[config.mk]
export PLATFORM = sky130hd
export DESIGN_NAME = key_debounce_autorepeat
export DESIGN_NICKNAME = d
export VERILOG_FILES = /design/src/rtl/kda_pkg.sv /design/src/rtl/kda_key.sv /design/src/rtl/kda_repeat.sv /design/src/rtl/key_debounce_autorepeat.sv
export SDC_FILE = /design/constraint.sdc
export NUM_CORES = 1
export LEC_CHECK = 0
export BUFFER_PORTS_ARGS = -buffer_cell sky130_fd_sc_hd__buf_2
export CORE_MARGIN = 5
export CORE_UTILIZATION = 25
export DETAILED_ROUTE_END_ITERATION = 7
export GPL_TIMING_DRIVEN = 1
export PLACE_DENSITY_LB_ADDON = 0.05
export SETUP_SLACK_MARGIN = 0.05
export SLEW_MARGIN = 15
export SYNTH_ARGS = -nofsm -noshare
export SYNTH_HDL_FRONTEND = slang
export SYNTH_SLANG_ARGS = --single-unit
[constraint.sdc]
create_clock -name clk_i -period 8.08 [get_ports clk_i]
set_input_delay 0.808 -clock clk_i [delete_from_list [all_inputs] [get_ports clk_i]]
set_output_delay 0.808 -clock clk_i [all_outputs]
set_load 0.01 [all_outputs]
[src/rtl/kda_pkg.sv]
// Shared types and constants for the key debounce and auto-repeat block.
// Used by kda_key, kda_repeat and key_debounce_autorepeat. No dependencies.
`default_nettype none
package kda_pkg;

  localparam int unsigned NUM_KEYS = 2;
  localparam int unsigned CNT_W    = 8;
  localparam int unsigned TICK_W   = 9;
  localparam int unsigned IDX_W    = 3;
  localparam int unsigned DATA_W   = 8;

  localparam logic [CNT_W-1:0]  CNT_MAX  = 8'hFF;
  localparam logic [TICK_W-1:0] TICK_MAX = 9'h1FF;

  // Configuration register indexes.
  localparam logic [IDX_W-1:0] REG_EMULATION_MODE      = 3'd0;
  localparam logic [IDX_W-1:0] REG_DEBOUNCE_LIMIT      = 3'd1;
  localparam logic [IDX_W-1:0] REG_SHORT_PERIOD        = 3'd2;
  localparam logic [IDX_W-1:0] REG_FAST_PERIOD         = 3'd3;
  localparam logic [IDX_W-1:0] REG_REPEATS_BEFORE_FAST = 3'd4;

  // Reset values of the configuration registers.
  localparam logic [CNT_W-1:0] RST_DEBOUNCE_LIMIT      = 8'd1;
  localparam logic [CNT_W-1:0] RST_SHORT_PERIOD        = 8'd15;
  localparam logic [CNT_W-1:0] RST_FAST_PERIOD         = 8'd4;
  localparam logic [CNT_W-1:0] RST_REPEATS_BEFORE_FAST = 8'd4;

  // Key numbers; power wins when both keys fire on the same tick.
  localparam logic KEY_CAL   = 1'b0;
  localparam logic KEY_POWER = 1'b1;

  typedef struct packed {
    logic             emulation_mode;
    logic [CNT_W-1:0] debounce_limit;
    logic [CNT_W-1:0] short_period;
    logic [CNT_W-1:0] fast_period;
    logic [CNT_W-1:0] repeats_before_fast;
  } cfg_t;

  typedef struct packed {
    logic held;
    logic code;
  } key_stat_t;

  typedef struct packed {
    logic valid;
    logic key;
  } key_event_t;

endpackage
`default_nettype wire

[src/rtl/kda_key.sv]
// Debounce counter, held flag and code bit of one key.
// Depends on kda_pkg; instantiated once per key by the top level.
`default_nettype none
module kda_key
  import kda_pkg::*;
(
  input  wire logic      clk_i,
  input  wire logic      rst_ni,
  input  wire logic      en_i,
  input  wire logic      tick_i,
  input  wire logic      pin_i,
  input  wire logic      emu_bit_i,
  input  wire cfg_t      cfg_i,
  output key_stat_t      stat_o
);

  logic [CNT_W-1:0] cnt_q, cnt_d;
  logic             held_q, held_d;
  logic             code_q, code_d;
  logic [CNT_W-1:0] cnt_inc, cnt_dec;
  logic             code_cur;

  always_comb begin
    cnt_inc  = (cnt_q == CNT_MAX) ? CNT_MAX : cnt_q + 1'b1;
    cnt_dec  = (cnt_q == '0) ? '0 : cnt_q - 1'b1;
    // The emulated code is latched on every item, tick or not.
    code_cur = cfg_i.emulation_mode ? emu_bit_i : code_q;
    cnt_d    = cnt_q;
    held_d   = held_q;
    code_d   = code_cur;
    if (tick_i) begin
      if (cfg_i.emulation_mode) begin
        held_d = code_cur;
      end else if (pin_i) begin
        if (cnt_inc >= cfg_i.debounce_limit) begin
          cnt_d  = cfg_i.debounce_limit;
          held_d = 1'b1;
          code_d = 1'b1;
        end else begin
          cnt_d = cnt_inc;
        end
      end else begin
        held_d = 1'b0;
        cnt_d  = cnt_dec;
        if (cnt_dec == '0) begin
          code_d = 1'b0;
        end
      end
    end
  end

  always_ff @(posedge clk_i or negedge rst_ni) begin
    if (!rst_ni) begin
      cnt_q  <= '0;
      held_q <= 1'b0;
      code_q <= 1'b0;
    end else if (en_i) begin
      cnt_q  <= cnt_d;
      held_q <= held_d;
      code_q <= code_d;
    end
  end

  assign stat_o.held = held_d;
  assign stat_o.code = code_d;

  a_release_clears_held : assert property (@(posedge clk_i) disable iff (!rst_ni)
    en_i && tick_i && !cfg_i.emulation_mode && !pin_i |=> !held_q)
    else $error("held flag survived a released pin");

endmodule
`default_nettype wire

[src/rtl/kda_repeat.sv]
// Typematic repeat logic: hold tick counts, repeat count and the current period.
// Depends on kda_pkg; fed with the updated held flags of both keys.
`default_nettype none
module kda_repeat
  import kda_pkg::*;
(
  input  wire logic                clk_i,
  input  wire logic                rst_ni,
  input  wire logic                en_i,
  input  wire logic                tick_i,
  input  wire logic [NUM_KEYS-1:0] held_i,
  input  wire cfg_t                cfg_i,
  output key_event_t               event_o
);

  logic [TICK_W-1:0] calib_q, calib_d;
  logic [TICK_W-1:0] power_q, power_d;
  logic [CNT_W-1:0]  rep_q, rep_d;
  logic [CNT_W-1:0]  period_q, period_d;
  key_event_t        ev;

  always_comb begin
    calib_d  = calib_q;
    power_d  = power_q;
    rep_d    = rep_q;
    period_d = period_q;
    ev.valid = 1'b0;
    ev.key   = KEY_CAL;
    if (tick_i) begin
      if (held_i[0]) begin
        calib_d = (calib_q == TICK_MAX) ? TICK_MAX : calib_q + 1'b1;
      end else if (held_i[1]) begin
        power_d = (power_q == TICK_MAX) ? TICK_MAX : power_q + 1'b1;
      end else begin
        period_d = cfg_i.short_period;
        rep_d    = '0;
        calib_d  = '0;
        power_d  = '0;
      end
      if (calib_d > {1'b0, period_d}) begin
        if (rep_d >= cfg_i.repeats_before_fast) begin
          period_d = cfg_i.fast_period;
        end else begin
          rep_d = rep_d + 1'b1;
        end
        ev.valid = 1'b1;
        ev.key   = KEY_CAL;
        calib_d  = '0;
      end
      // Compared against the period after a possible switch to fast.
      if (power_d > {1'b0, period_d}) begin
        ev.valid = 1'b1;
        ev.key   = KEY_POWER;
        power_d  = '0;
      end
    end
  end

  always_ff @(posedge clk_i or negedge rst_ni) begin
    if (!rst_ni) begin
      calib_q  <= '0;
      power_q  <= '0;
      rep_q    <= '0;
      period_q <= RST_SHORT_PERIOD;
    end else if (en_i) begin
      calib_q  <= calib_d;
      power_q  <= power_d;
      rep_q    <= rep_d;
      period_q <= period_d;
    end
  end

  assign event_o = ev;

  a_release_clears_counts : assert property (@(posedge clk_i) disable iff (!rst_ni)
    en_i && tick_i && held_i == '0 |=> calib_q == '0 && power_q == '0 && rep_q == '0)
    else $error("counts not cleared after both keys released");

endmodule
`default_nettype wire

[src/rtl/key_debounce_autorepeat.sv]
// Top level of the key debounce and auto-repeat block: stream ports, config
// registers, input and result registers. Depends on kda_pkg, kda_key, kda_repeat.
//
//  Port group  Dir  Handshake                   Content
//  s_axis      in   s_axis_tvalid/tready        tick, calibration pin, power pin, emulated code
//  m_axis      out  m_axis_tvalid/tready        event_valid, event_key, key_bits
//  cfg         in   cfg_valid_i/cfg_ready_o     register index and write data
//
// Each item is held in the input register and is then processed combinationally
// into the result register, so one item is taken per clock while no result stalls.
// A stalled result holds only the result register; the input register keeps
// accepting until it also fills. Reset clears all key state and sets the config registers to their reset values.
`default_nettype none
module key_debounce_autorepeat
  import kda_pkg::*;
(
  input  wire logic              clk_i,
  input  wire logic              rst_ni,
  input  wire logic              s_axis_tvalid,
  output logic                   s_axis_tready,
  // [0] tick, [1] calib_pin, [2] pwr_pin, [4:3] emulated_code, [7:5] zero
  input  wire logic [7:0]        s_axis_tdata,
  output logic                   m_axis_tvalid,
  input  wire logic              m_axis_tready,
  // [0] event_valid, [1] event_key, [3:2] key_bits, [7:4] zero
  output logic [7:0]             m_axis_tdata,
  input  wire logic              cfg_valid_i,
  output logic                   cfg_ready_o,
  input  wire logic [IDX_W-1:0]  cfg_index_i,
  input  wire logic [DATA_W-1:0] cfg_data_i
);

  cfg_t                cfg_q;
  logic                in_valid_q;
  logic [4:0]          in_data_q;
  logic                out_valid_q;
  logic [3:0]          out_data_q;
  logic                fire;
  logic                tick;
  logic [NUM_KEYS-1:0] pins;
  logic [NUM_KEYS-1:0] emu_code;
  key_stat_t           stat [NUM_KEYS];
  logic [NUM_KEYS-1:0] held;
  logic [NUM_KEYS-1:0] code;
  key_event_t          ev;

  // Configuration registers.
  assign cfg_ready_o = 1'b1;

  always_ff @(posedge clk_i or negedge rst_ni) begin
    if (!rst_ni) begin
      cfg_q.emulation_mode      <= 1'b0;
      cfg_q.debounce_limit      <= RST_DEBOUNCE_LIMIT;
      cfg_q.short_period        <= RST_SHORT_PERIOD;
      cfg_q.fast_period         <= RST_FAST_PERIOD;
      cfg_q.repeats_before_fast <= RST_REPEATS_BEFORE_FAST;
    end else if (cfg_valid_i) begin
      case (cfg_index_i)
        REG_EMULATION_MODE:      cfg_q.emulation_mode      <= cfg_data_i[0];
        REG_DEBOUNCE_LIMIT:      cfg_q.debounce_limit      <= cfg_data_i;
        REG_SHORT_PERIOD:        cfg_q.short_period        <= cfg_data_i;
        REG_FAST_PERIOD:         cfg_q.fast_period         <= cfg_data_i;
        REG_REPEATS_BEFORE_FAST: cfg_q.repeats_before_fast <= cfg_data_i;
        default: ;
      endcase
    end
  end

  // Input register; it refills in the same cycle its item moves on.
  assign fire          = in_valid_q && (!out_valid_q || m_axis_tready);
  assign s_axis_tready = !in_valid_q || fire;

  always_ff @(posedge clk_i or negedge rst_ni) begin
    if (!rst_ni) begin
      in_valid_q <= 1'b0;
    end else if (s_axis_tready) begin
      in_valid_q <= s_axis_tvalid;
    end
  end

  always_ff @(posedge clk_i) begin
    if (s_axis_tvalid && s_axis_tready) begin
      in_data_q <= s_axis_tdata[4:0];
    end
  end

  assign tick     = in_data_q[0];
  assign pins     = in_data_q[2:1];
  assign emu_code = in_data_q[4:3];

  for (genvar k = 0; k < NUM_KEYS; k++) begin : g_key
    kda_key u_key (
      .clk_i     (clk_i),
      .rst_ni    (rst_ni),
      .en_i      (fire),
      .tick_i    (tick),
      .pin_i     (pins[k]),
      .emu_bit_i (emu_code[k]),
      .cfg_i     (cfg_q),
      .stat_o    (stat[k])
    );
    assign held[k] = stat[k].held;
    assign code[k] = stat[k].code;
  end

  kda_repeat u_repeat (
    .clk_i   (clk_i),
    .rst_ni  (rst_ni),
    .en_i    (fire),
    .tick_i  (tick),
    .held_i  (held),
    .cfg_i   (cfg_q),
    .event_o (ev)
  );

  // Result register.
  always_ff @(posedge clk_i or negedge rst_ni) begin
    if (!rst_ni) begin
      out_valid_q <= 1'b0;
    end else if (fire) begin
      out_valid_q <= 1'b1;
    end else if (m_axis_tready) begin
      out_valid_q <= 1'b0;
    end
  end

  always_ff @(posedge clk_i) begin
    if (fire) begin
      out_data_q <= {code, ev.key, ev.valid};
    end
  end

  assign m_axis_tvalid = out_valid_q;
  assign m_axis_tdata  = {4'b0000, out_data_q};

  a_key_needs_event : assert property (@(posedge clk_i) disable iff (!rst_ni)
    out_valid_q && out_data_q[1] |-> out_data_q[0])
    else $error("event key set without an event");

  a_full_pipe_blocks_input : assert property (@(posedge clk_i) disable iff (!rst_ni)
    in_valid_q && out_valid_q && !m_axis_tready |-> !s_axis_tready)
    else $error("input taken while both registers are stalled");

  a_fire_fills_output : assert property (@(posedge clk_i) disable iff (!rst_ni)
    fire |=> out_valid_q)
    else $error("processed item did not reach the result register");

endmodule
`default_nettype wire

[After elaboration in Yosys (flattened, before gate mapping)]
Cells that the tools add are included.
Operators by class
  add/subtract/negate cells: 7
  mux-type cells: 53
  equality and inequality tests: 8
  reduce and logical (&&, ||, !) cells: 19
  bitwise logic cells: 1
  $lt $le $gt $ge: 5
Operators by type and width (count)
  8-bit 2-to-1 mux: 19
  9-bit 2-to-1 mux: 10
  8-bit zero test: 4
  8-bit by 1-bit adder with 8-bit output (second input constant): 3
  8-bit greater-or-equal comparator: 3
  1-bit 2-to-1 mux: 22
  9-bit by 1-bit adder with 9-bit output (second input constant): 2
  9-bit == test (second input constant): 2
  9-bit by 8-bit > comparator with 1-bit output: 2
  8-bit == test (second input constant): 2
  8-bit by 1-bit subtractor with 8-bit output (second input constant): 2
  2-bit AND reduction: 6
  3-bit by 2-bit == test with 1-bit output (second input constant): 2
  2-bit 2-to-1 mux: 2
  3-bit by 1-bit == test with 1-bit output (second input constant): 1
  3-bit == test (second input constant): 1
  3-bit zero test: 1
  3-bit AND reduction: 1
  1-bit logical AND: 2
  1-bit zero test: 2
  1-bit logical OR: 2
  2-bit nonzero test: 1
  1-bit inverter: 1
Storage, ports and cells
  output and inout bits: 11
  input bits: 24
  word-level logic and storage cells: 113
  register bits: 98

[Longest topological paths before layout]
Gate-level depths: netlist of the first run.
  depth after elaboration: 16
  mapped depth: 33
  gate-level depth less buffers: 29

[Cells and area by module]
A second synthesis of the first run with hierarchy kept.
Unflattened totals
  cell total of the unflattened synthesis: 739
  area total of the unflattened synthesis: 6941.7 um^2
By module, submodules not included
  kda_repeat: seq. area each 855.8 um^2, times used 1, cells an instance 317, area an instance 2665.1 um^2
  kda_key: seq. area each 250.2 um^2, times used 2, cells an instance 162, area an instance 1268.7 um^2
  key_debounce_autorepeat: seq. area each 1154.9 um^2, times used 1, cells an instance 98, area an instance 1739.2 um^2

[Worst setup path after synthesis of the first run]
Ideal clock, no wire load.
  path type: flip-flop to flip-flop
  start: reg g_key[0].u_key.cnt_q[2]
  end: reg u_repeat.power_q[6]
  setup time: 66 ps
  slack: 1722 ps
  arrival: 6292 ps
  required time: 8014 ps
  stages on the path, launching flop included: 31
  path through: dfrtp_1 clkbuf_1 and2_1 and3_1 nand4_1 and2_1 ha_1 nor2b_1 o21ai_2 a2111oi_4 a21oi_2 or2_4 clkbuf_1 and2_1 ha_1 and2_1 o21ai_0 o21ai_0 o22a_1 nand2_1 clkbuf_1 a21oi_1 a31o_2 ha_1 a2111oi_0 a21oi_1 o31ai_1 and4_4 buf_6 and3_4 a221o_1
On the way
  cells in the longest elaborated chain, start to end: 15
Ends and longest elaborated chain
  start: declaration: line kda_key.sv:17  | logic [CNT_W-1:0] cnt_q, cnt_d;
  start signal: assignment: line kda_key.sv:58  | cnt_q <= cnt_d;
  8-bit by 1-bit adder with 8-bit output or 8-bit == test (tied branches): line kda_key.sv:24  | cnt_inc = (cnt_q == CNT_MAX) ? CNT_MAX : cnt_q + 1'b1;
  8-bit 2-to-1 mux *: line kda_key.sv:24
  8-bit greater-or-equal comparator *: line kda_key.sv:35  | if (cnt_inc >= cfg_i.debounce_limit) begin
  1-bit 2-to-1 mux *: line kda_key.sv:35
  1-bit 2-to-1 mux *: line kda_key.sv:34  | end else if (pin_i) begin
  1-bit 2-to-1 mux *: line kda_key.sv:32  | if (cfg_i.emulation_mode) begin
  1-bit 2-to-1 mux *: line kda_key.sv:31  | if (tick_i) begin
  8-bit 2-to-1 mux: line kda_repeat.sv:30  | if (held_i[0]) begin
  8-bit 2-to-1 mux: line kda_repeat.sv:29  | if (tick_i) begin
  8-bit greater-or-equal comparator: line kda_repeat.sv:41  | if (rep_d >= cfg_i.repeats_before_fast) begin
  8-bit 2-to-1 mux: line kda_repeat.sv:41
  8-bit 2-to-1 mux: line kda_repeat.sv:40  | if (calib_d > {1'b0, period_d}) begin
  8-bit 2-to-1 mux: line kda_repeat.sv:29
  9-bit by 8-bit > comparator with 1-bit output: line kda_repeat.sv:51  | if (power_d > {1'b0, period_d}) begin
  9-bit 2-to-1 mux *: line kda_repeat.sv:51
  end signal: assignment: line kda_repeat.sv:67  | power_q <= power_d;
  end: declaration: line kda_repeat.sv:17  | logic [TICK_W-1:0] power_q, power_d;
Mark *: on every way between the ends. The rest lies on a longest branch, timed or not. The select of a mux whose other input is x is not followed.
A chain may end at the register's enable or synchronous reset.

[Worst setup path in the final report of the first run]
  start: reg g_key[0].u_key.cnt_q[2]
  end: reg out_data_q[0] (data pin)
On the way
  cells in the longest elaborated chain, start to end: 15
Ends and longest elaborated chain
  8-bit by 1-bit adder with 8-bit output or 8-bit == test (tied branches): line kda_key.sv:24
  8-bit 2-to-1 mux *: line kda_key.sv:24
  8-bit greater-or-equal comparator *: line kda_key.sv:35
  1-bit 2-to-1 mux *: line kda_key.sv:35
  1-bit 2-to-1 mux *: line kda_key.sv:34
  1-bit 2-to-1 mux *: line kda_key.sv:32
  1-bit 2-to-1 mux *: line kda_key.sv:31
  8-bit 2-to-1 mux: line kda_repeat.sv:30
  8-bit 2-to-1 mux: line kda_repeat.sv:29
  8-bit greater-or-equal comparator: line kda_repeat.sv:41
  8-bit 2-to-1 mux: line kda_repeat.sv:41
  8-bit 2-to-1 mux: line kda_repeat.sv:40
  8-bit 2-to-1 mux: line kda_repeat.sv:29
  9-bit by 8-bit > comparator with 1-bit output: line kda_repeat.sv:51
  2-bit 2-to-1 mux *: line kda_repeat.sv:51
  end signal: assignment: line key_debounce_autorepeat.sv:129  | out_data_q <= {code, ev.key, ev.valid};
  end: declaration: line key_debounce_autorepeat.sv:37  | logic [3:0] out_data_q;
Marked as above.

==> summary.md, run 1 <==
| Metric | Value |
|---|---|
| First-pass GRT wire length | `32,750 um` |
| TNS Setup | `0 ns` |
| Fraction of layout cells with a size suffix above 1 | `14.99%` |
| Die Span Y | `~180 um` |
| Clk sinks | `98` |
| Leak Pwr | `between 3 and 4 nW` |
| CTS tree | `yes` |
| Final Skew | `about 0.013 ns` |
| Placed Instances | `1,112` |
| Synth-to-Final Area Change | `11.12%` |
| Largest net degree at the start of global routing | `60` |
| Slew Limit Fails | `0` |
| Number of detailed-route iterations in the first pass | `5` |
| Crit path time final | `about 7.5 ns` |
| Mux cell area share after synthesis | `under 10%` |
| Die Footprint | `between 30,000 and 40,000 um^2` |
| FF/Latch Area | `roughly 2500 um^2` |
| Part of the power in registers | `between 30% and 40%` |
| Avg Inst Size Synth | `8.799 um^2` |
| Main synth FF type | `dfrtp_1` |
| Vias/cell | `~5.0` |
| H-Tree Depth | `3` |
| Compound-gate portion of the synthesized area | `between 20% and 30%` |
| Met3 Track Usage GR | `~2.5%` |
| Switching power | `approximately 1.1 mW` |
| Initial antenna violation count | `0` |
| Fin nets | `approximately 850` |
| Netlist cell types | `between 80 and 90` |
| Clock power share | `approximately a fifth` |
| Synth area leader | `dfrtp_1` |
| Clock buffer depth | `2` |
| M2 GR Usage | `between 20% and 30%` |
| Post-DRT Antenna Nets | `0` |
| Die W | `roughly 180 um` |
| YS warnings | `0` |
| Core Region | `roughly 27,000 um^2` |
| Crit end category | `flip-flop` |
| Post-route design area | `around 7600 um^2` |
| Max-slew headroom | `36.19%` |
| Tightest Pin Transition | `between 0.9 and 1 ns` |
| RSZ-0062 raised after global routing | `no` |
| Main combinational cell family by area after synthesis | `compound AO/OA/AOI/OAI gates` |
| 1st-iter DRT viols | `292` |
| Net Sw Frac | `45.01%` |
| Outcome | `finished, final reports clean` |
| CTS-repair resized insts | `0` |
| Busiest grt layer | `met2` |
| Async SR Flop Fraction | `between 90 and 100%` |
| Grt total ovfl | `0` |
| Initial core utilization | `about 25%` |
| CP Max Fanout | `28` |
| TritonCTS Buffers | `9` |
| Fillers | `roughly 2,900` |
| CTS hold repair buffers | `0` |
| Setup WS pre-CTS | `~0.6 ns` |
| Number of synthesized flops with an enable pin | `9` |
| Setup CP Type | `flip-flop to flip-flop` |
| Max-cap violations | `0` |
| Average wire per standard cell | `roughly 18 um` |
| Top cells by area, synth | `dfrtp_1 (29%), ha_1 (8.6%), nand2_1 (5.1%), o21ai_0 (4.8%), dfstp_2 (4.2%)` |
| Setup bufs post-CTS | `0` |
| Final hold viol count | `0` |
| Cell area after synthesis | `between 6000 and 7000 um^2` |
| Final wirelength | `20,380 um` |
| Critical path arrival | `around 7.6 ns` |
| Gate power share | `49.7%` |
| Worst path max stage delay | `0.52 ns` |
| PortBufs | `26` |
| Total power | `~2.4 mW` |
| Finished Layout Cells | `~1,100` |
| Maximum VDD drop | `between 0.1 and 0.15 mV` |
| Post-synthesis sequential area ratio | `a little under two fifths` |
| Most used cell, CP | `a21oi_1` |
| Placed inst area | `7282 um^2` |
| CP delay by family, top | `compound AO/OA/AOI/OAI gates` |
| Clock latency on the worst-skew pair | `0.36 ns` |
| DP HPWL | `15,050 um` |
| Final worst slack | `0.6220 ns` |
| Post-Syn Instances | `between 700 and 800` |
| Global routing usage on met1 | `17.94%` |
| PwrDens | `approximately 320 nW/um^2` |
| IO Pins | `35` |
| Synth Area in XOR/XNOR | `2.437%` |
| Worst Hold Class | `primary input to asynchronous set/reset pin` |
| Critical Path RT | `about 8.2 ns` |
| Area of the multi-input gates | `4001 um^2` |
| Setup violators final | `0` |
| Vias in the first global route | `~5,700` |
| Simple-Gate Fraction of Synth Area | `between 20% and 30%` |
| Top cell type's share of synthesized area | `about 29%` |
| Seq cells post-synth | `98` |
| Antenna cells | `0` |
| Most common cell in the synthesized netlist | `nand2_1` |
| Final period utilization | `approximately 92%` |
| Std-Cell Rows | `60` |
| Routability Congestion | `approximately 0.77` |
| Pint | `between 1 and 1.5 mW` |
| Root Buffer Master | `clkbuf_16` |
| DRC viols | `0` |
| Most instantiated cells after synthesis | `nand2_1 (92), dfrtp_1 (78), o21ai_0 (66), nor2_1 (60), a21oi_1 (50)` |
| Tot GR Track Use | `13.46%` |
| Buf/Inv on CP | `0` |
| Vias | `5,688` |
| CP max stage cell | `dfrtp_1` |
| Critical Path Start Type | `flip-flop` |
| Fmax | `134.1 MHz` |
| Adder-cell share of the synthesized area | `8.613%` |
| Clock slew at reported path FFs | `~0.080 ns` |
[worst paths after layout]
kind / slack (ns) / cells past startpoint / endpoint / from
max: 0.62 / 25 / out_data_q[0] / g_key[0].u_key.cnt_q[2]
max in group asynchronous: 6.49 / 2 / u_repeat.calib_q[1] / rst_ni
min: 0.40 / 1 / g_key[0].u_key.cnt_q[4] / rst_ni
max reg2reg: 0.62 / 25 / out_data_q[0] / g_key[0].u_key.cnt_q[2]
min in group clk_i: 0.51 / 2 / u_repeat.calib_q[5] / u_repeat.calib_q[5]
min reg2reg: 0.51 / 2 / u_repeat.calib_q[5] / u_repeat.calib_q[5]
[registers in the layout, summed over array words and instances, names as in the netlist]
name                flops
u_repeat.period_q       8
m_axis_tvalid           1
cfg_q                  33
in_data_q               5
g_key.u_key.held_q      2
out_data_q              4
g_key.u_key.code_q      2
u_repeat.calib_q        9
u_repeat.power_q        9
in_valid_q              1
u_repeat.rep_q          8
g_key.u_key.cnt_q      16
[final cells by class]
class	instances	area share, %
multi-input combinational	603	52.74
tap	341	5.623
sequential	98	33.10
timing repair buffer	38	2.935
clock buffer	9	2.968
inverter	32	1.583
clock inverter	7	1.055
[per-stage QoR]
stage	hold WS (ns)	util (%)
CTS	0.4194	28.15
finish	0.4021	28.15
global placement	0.4970	27.02
detailed placement	0.4947	27.02
global route	0.4380	28.15
floorplan	0.4620	-
[worst register-to-register path, stage by stage (launching register included)]
cell and delay [ns]:
dfrtp_1 0.52, and2_1 0.24, and3_1 0.27, nand4_1 0.24
and2_1 0.25, ha_1 0.26, nor2b_1 0.14, o21ai_2 0.10
a2111oi_4 0.51, a21oi_2 0.26, nor2_8 0.49, mux2i_1 0.36
ha_1 0.30, o21ai_0 0.15, a21oi_1 0.07, o41ai_1 0.24
a21oi_1 0.18, nand2_1 0.27, a21oi_1 0.11, a31o_2 0.25
ha_1 0.33, a2111oi_0 0.42, a21oi_1 0.13, o31ai_1 0.36
o21ai_0 0.46, o21a_1 0.31
[cells in the final DEF (no fill, tap or decap), types with 4 or more instances in the layout]
master | Yosys | routed
edfxtp_1 | 9 | 9
mux2i_1 | 11 | 11
o21a_1 | 5 | 5
clkbuf_16 | 0 | 9
nor2b_1 | 6 | 6
o21ai_0 | 66 | 66
a311oi_1 | 4 | 4
and3_1 | 4 | 4
a31oi_1 | 12 | 12
nor2_1 | 60 | 60
nand2b_1 | 11 | 11
a21oi_1 | 50 | 50
xor2_1 | 11 | 11
dfstp_2 | 11 | 11
inv_1 | 31 | 31
nor3_1 | 29 | 29
xnor2_1 | 8 | 8
dfrtp_1 | 78 | 78
o22ai_1 | 5 | 5
a21o_1 | 4 | 4
nand4_1 | 15 | 15
and2_1 | 15 | 15
a211oi_1 | 13 | 13
nand2_1 | 92 | 92
or3_1 | 5 | 5
buf_2 | 7 | 25
conb_1 | 2 | 5
o31ai_1 | 5 | 5
nand3b_1 | 5 | 5
buf_4 | 6 | 13
nand3_1 | 14 | 14
ha_1 | 47 | 47
a31o_2 | 9 | 9
mux2_2 | 24 | 24
[cell families after synthesis]
| group | after synthesis |
|---|---|
| flip-flops | 98 |
| adder cells (fa/ha/maj) | 47 |
| multiplexers | 35 |
| other | 2 |
| XOR/XNOR | 19 |
| AO/OA/AOI/OAI | 218 |
| buffers and inverters | 78 |
| AND/OR/NAND/NOR | 279 |
[metal layers]
layer  up-vias  wire, um
met5         -         0
met4         0       254
met3        17       608
met2        75      9767
met1      2772      9745
li1       2824         -
[power by group through the flow]
stage / Combinational [mW] / Clock (mW) / Sequential [mW]
4_1_cts: 1.23 / 0.483 / 0.769
3_5_place_dp: 1.22 / 0 / 0.778
3_3_place_gp: 1.20 / 0 / 0.777
6_report: 1.21 / 0.458 / 0.768
5_1_grt: 1.37 / 0.496 / 0.792
2_1_floorplan: 0.955 / 0 / 0.706
(Power assumes the default switching activity.)
==> run 2: changes to the inputs <==
Settings changed: ABC_AREA set to 1, SKIP_CTS_REPAIR_TIMING set to 1.
==> summary.md, run 2 <==
| Metric | Value |
|---|---|
| Most common cell in the synthesized netlist | `nand2_1` |
| Most used cell, CP | `nand2_1` |
| Clock slew at reported path FFs | `0.08 ns (about the same)` |
| Final hold viol count | `0 (unchanged)` |
| Outcome | `finished, final reports clean` |
| Average wire per standard cell | `15.33 um (-15%)` |
| Grt total ovfl | `0 (unchanged)` |
| Biggest regs | `cfg_q x33, g_key.u_key.cnt_q x16` |
| Die W | `174.6 um (-0.38%)` |
| Routability Congestion | `0.7601 (-1.1%)` |
| Initial core utilization | `25.27% (-0.063 points)` |
| Finished Layout Cells | `1,262 (+12%)` |
| Final period utilization | `81.75% (-11 points)` |
| Crit end category | `flip-flop` |
| Core Region | `26,800 um^2 (-0.56%)` |
| Max reg flops | `33 (unchanged)` |
| Slew Limit Fails | `0 (unchanged)` |
| Placed Instances | `1,246 (+12%)` |
| Fillers | `2,963 (+3.3%)` |
| Main synth FF type | `dfrtp_1` |
| Number of synthesized flops with an enable pin | `9 (unchanged)` |
| Synth-to-Final Area Change | `11.03% (about the same)` |
| Setup CP Type | `flip-flop to flip-flop` |
| Initial antenna violation count | `0 (unchanged)` |
| Critical path arrival | `6.82 ns (-0.75 ns)` |
| Top cells by area, synth | `dfrtp_1 (29%), nand2_1 (11%), ha_1 (8.7%), inv_1 (7.5%), o21ai_0 (6.7%)` |
| Cell area after synthesis | `6773 um^2 (-0.81%)` |
| TritonCTS Buffers | `9 (unchanged)` |
| Clock latency on the worst-skew pair | `0.36 ns (about the same)` |
| CTS tree | `yes` |
| Fin nets | `987 (+16%)` |
| Largest Register | `cfg_q` |
| Root Buffer Master | `clkbuf_16` |
| Largest net degree at the start of global routing | `54 (-10%)` |
| RSZ-0062 raised after global routing | `no` |
| First-pass GRT wire length | `32,040 um (-2.2%)` |
| Reg2reg end | `out_data_q[0]` |
| Synth area leader | `dfrtp_1` |
| Worst path max stage delay | `0.46 ns (-0.06 ns)` |
| 1st-iter DRT viols | `310 (+6.2%)` |
| YS warnings | `0 (unchanged)` |
| Fraction of layout cells with a size suffix above 1 | `12.16% (-2.8 points)` |
| Worst Hold Class | `primary input to asynchronous set/reset pin` |
| R2r startpoint | `g_key[0].u_key.cnt_q[0]` |
| Leak Pwr | `3.667 nW (+17%)` |
| Max-cap violations | `0 (unchanged)` |
| Seq cells post-synth | `98 (unchanged)` |
| Crit path time final | `6.606 ns (-0.8525 ns)` |
| Final Skew | `0.01377 ns (+0.0006125 ns)` |
| Post-synthesis sequential area ratio | `37.08% (+0.30 points)` |
| Final wirelength | `19,350 um (-5.0%)` |
| Die Span Y | `174.6 um (-0.38%)` |
| Top cell type's share of synthesized area | `28.82% (+0.23 points)` |
| Vias | `5,686 (-0.035%)` |
| Post-DRT Antenna Nets | `0 (unchanged)` |
| Antenna cells | `0 (unchanged)` |
| Tightest Pin Transition | `0.7206 ns (-0.2266 ns)` |
| Worst r2r path cells | `45 (+80%)` |
| Vias in the first global route | `5,740 (-0.14%)` |
| PwrDens | `350.7 nW/um^2 (+9.2%)` |
| Tot GR Track Use | `13.17% (-0.30 points)` |
| Critical Path RT | `8.29 ns (+0.10 ns)` |
| Async SR Flop Fraction | `90.82% (unchanged)` |
| Number of detailed-route iterations in the first pass | `6 (+1)` |
| H-Tree Depth | `3 (unchanged)` |
| Most frequent cells in the layout | `nand2_1 (194), inv_1 (135), o21ai_0 (91)` |
| Setup violators final | `0 (unchanged)` |
| Maximum VDD drop | `0.1010 mV (-18%)` |
| Avg Inst Size Synth | `7.542 um^2 (-14%)` |
| DP HPWL | `14,330 um (-4.8%)` |
| Post-Syn Instances | `898 (+16%)` |
| Clock buffer depth | `2 (unchanged)` |
| Fmax | `151.4 MHz (+13%)` |
| Critical Path Sink | `out_data_q[0]` |
| PortBufs | `26 (unchanged)` |
| TNS Setup | `0 ns (unchanged)` |
| DRC viols | `0 (unchanged)` |
| Most instantiated cells after synthesis | `nand2_1 (194), inv_1 (135), o21ai_0 (91), dfrtp_1 (78), nor2_1 (67)` |
| Crit path launch | `g_key[0].u_key.cnt_q[0]` |
| CP max stage cell | `o21ai_0` |
| Reg2Reg Setup Slack | `1.47 ns (+0.85 ns)` |
| Most common cell after layout, fill and taps aside | `nand2_1` |
| Std-Cell Rows | `60 (unchanged)` |
| Clk sinks | `98 (unchanged)` |
| Netlist cell types | `46 (-44%)` |
| Max-slew headroom | `51.96% (+16 points)` |
| Vias/cell | `4.506 (-11%)` |
| Die Footprint | `30,480 um^2 (-0.76%)` |
| Critical Path Start Type | `flip-flop` |
| CP Max Fanout | `21 (-25%)` |
| IO Pins | `35 (unchanged)` |
-- run 2: how the worst min path moves through the flow --
stage / from / endpoint
2_1_floorplan: cfg_q[20] / cfg_q[20]
3_3_place_gp: u_repeat.period_q[0] / u_repeat.period_q[0]
3_5_place_dp: u_repeat.period_q[2] / u_repeat.period_q[2]
4_1_cts: rst_ni / g_key[1].u_key.cnt_q[3]
5_1_grt: rst_ni / g_key[1].u_key.cnt_q[3]
6_report: rst_ni / g_key[1].u_key.cnt_q[3]
-- run 2: final cells by class --
| type | instances | area [um^2] | area share [%] |
|---|---|---|---|
| timing repair buffer | 31 | 170.2 | 2.263 |
| clock inverter | 6 | 71.32 | 0.9484 |
| sequential | 98 | 2511 | 33.39 |
| tap | 341 | 426.7 | 5.674 |
| inverter | 139 | 521.8 | 6.938 |
| clock buffer | 10 | 239.0 | 3.178 |
| multi-input combinational | 637 | 3580 | 47.60 |
-- run 2: routing by layer --
| layer | vias up | routed length, um | track usage, % |
|---|---|---|---|
| met1 | 2630 | 10470 | 19.58 |
| met4 | 0 | 350 | 4.223 |
| met3 | 21 | 520 | 1.774 |
| met5 | - | 0 | 0 |
| li1 | 2972 | - | - |
| met2 | 63 | 8007 | 19.70 |
-- run 2: logic make-up after synthesis --
group,synth area share (%)
simple gates,24.16
xor+xnor,2.586
buf+inv,10.23
fa+ha+maj,8.683
flops,37.08
compound gates,17.14
other cells,0.1109
-- run 2: where the power goes --
| group | switching, mW | total (mW) | internal (mW) |
|---|---|---|---|
| Sequential | 0.134 | 0.788 | 0.655 |
| Clock | 0.220 | 0.473 | 0.253 |
| Combinational | 0.893 | 1.38 | 0.482 |
-- run 2: stage by stage --
step           utilization [%]  hold slack [ns]  setup WS [ns]  area, um^2  power [mW]
2_1_floorplan                -           0.4479          2.550        6784       1.834
3_3_place_gp             26.90           0.4646          1.446        7209       2.202
3_5_place_dp             26.90           0.4652          1.473        7209       2.193
4_1_cts                  28.06           0.4563          1.408        7520       2.689
5_1_grt                  28.06           0.4788         0.6622        7520       2.953
6_report                 28.06           0.4306          1.475        7520       2.637
-- run 2: worst max-delay path, delay by kind of cell, from the launching register on --
family                   cells  cell delay (ns)
buffers and inverters        6             0.82
flip-flops                   1             0.43
adder cells (fa/ha/maj)      4             1.14
AND/OR/NAND/NOR             29             2.97
AO/OA/AOI/OAI                6             1.06
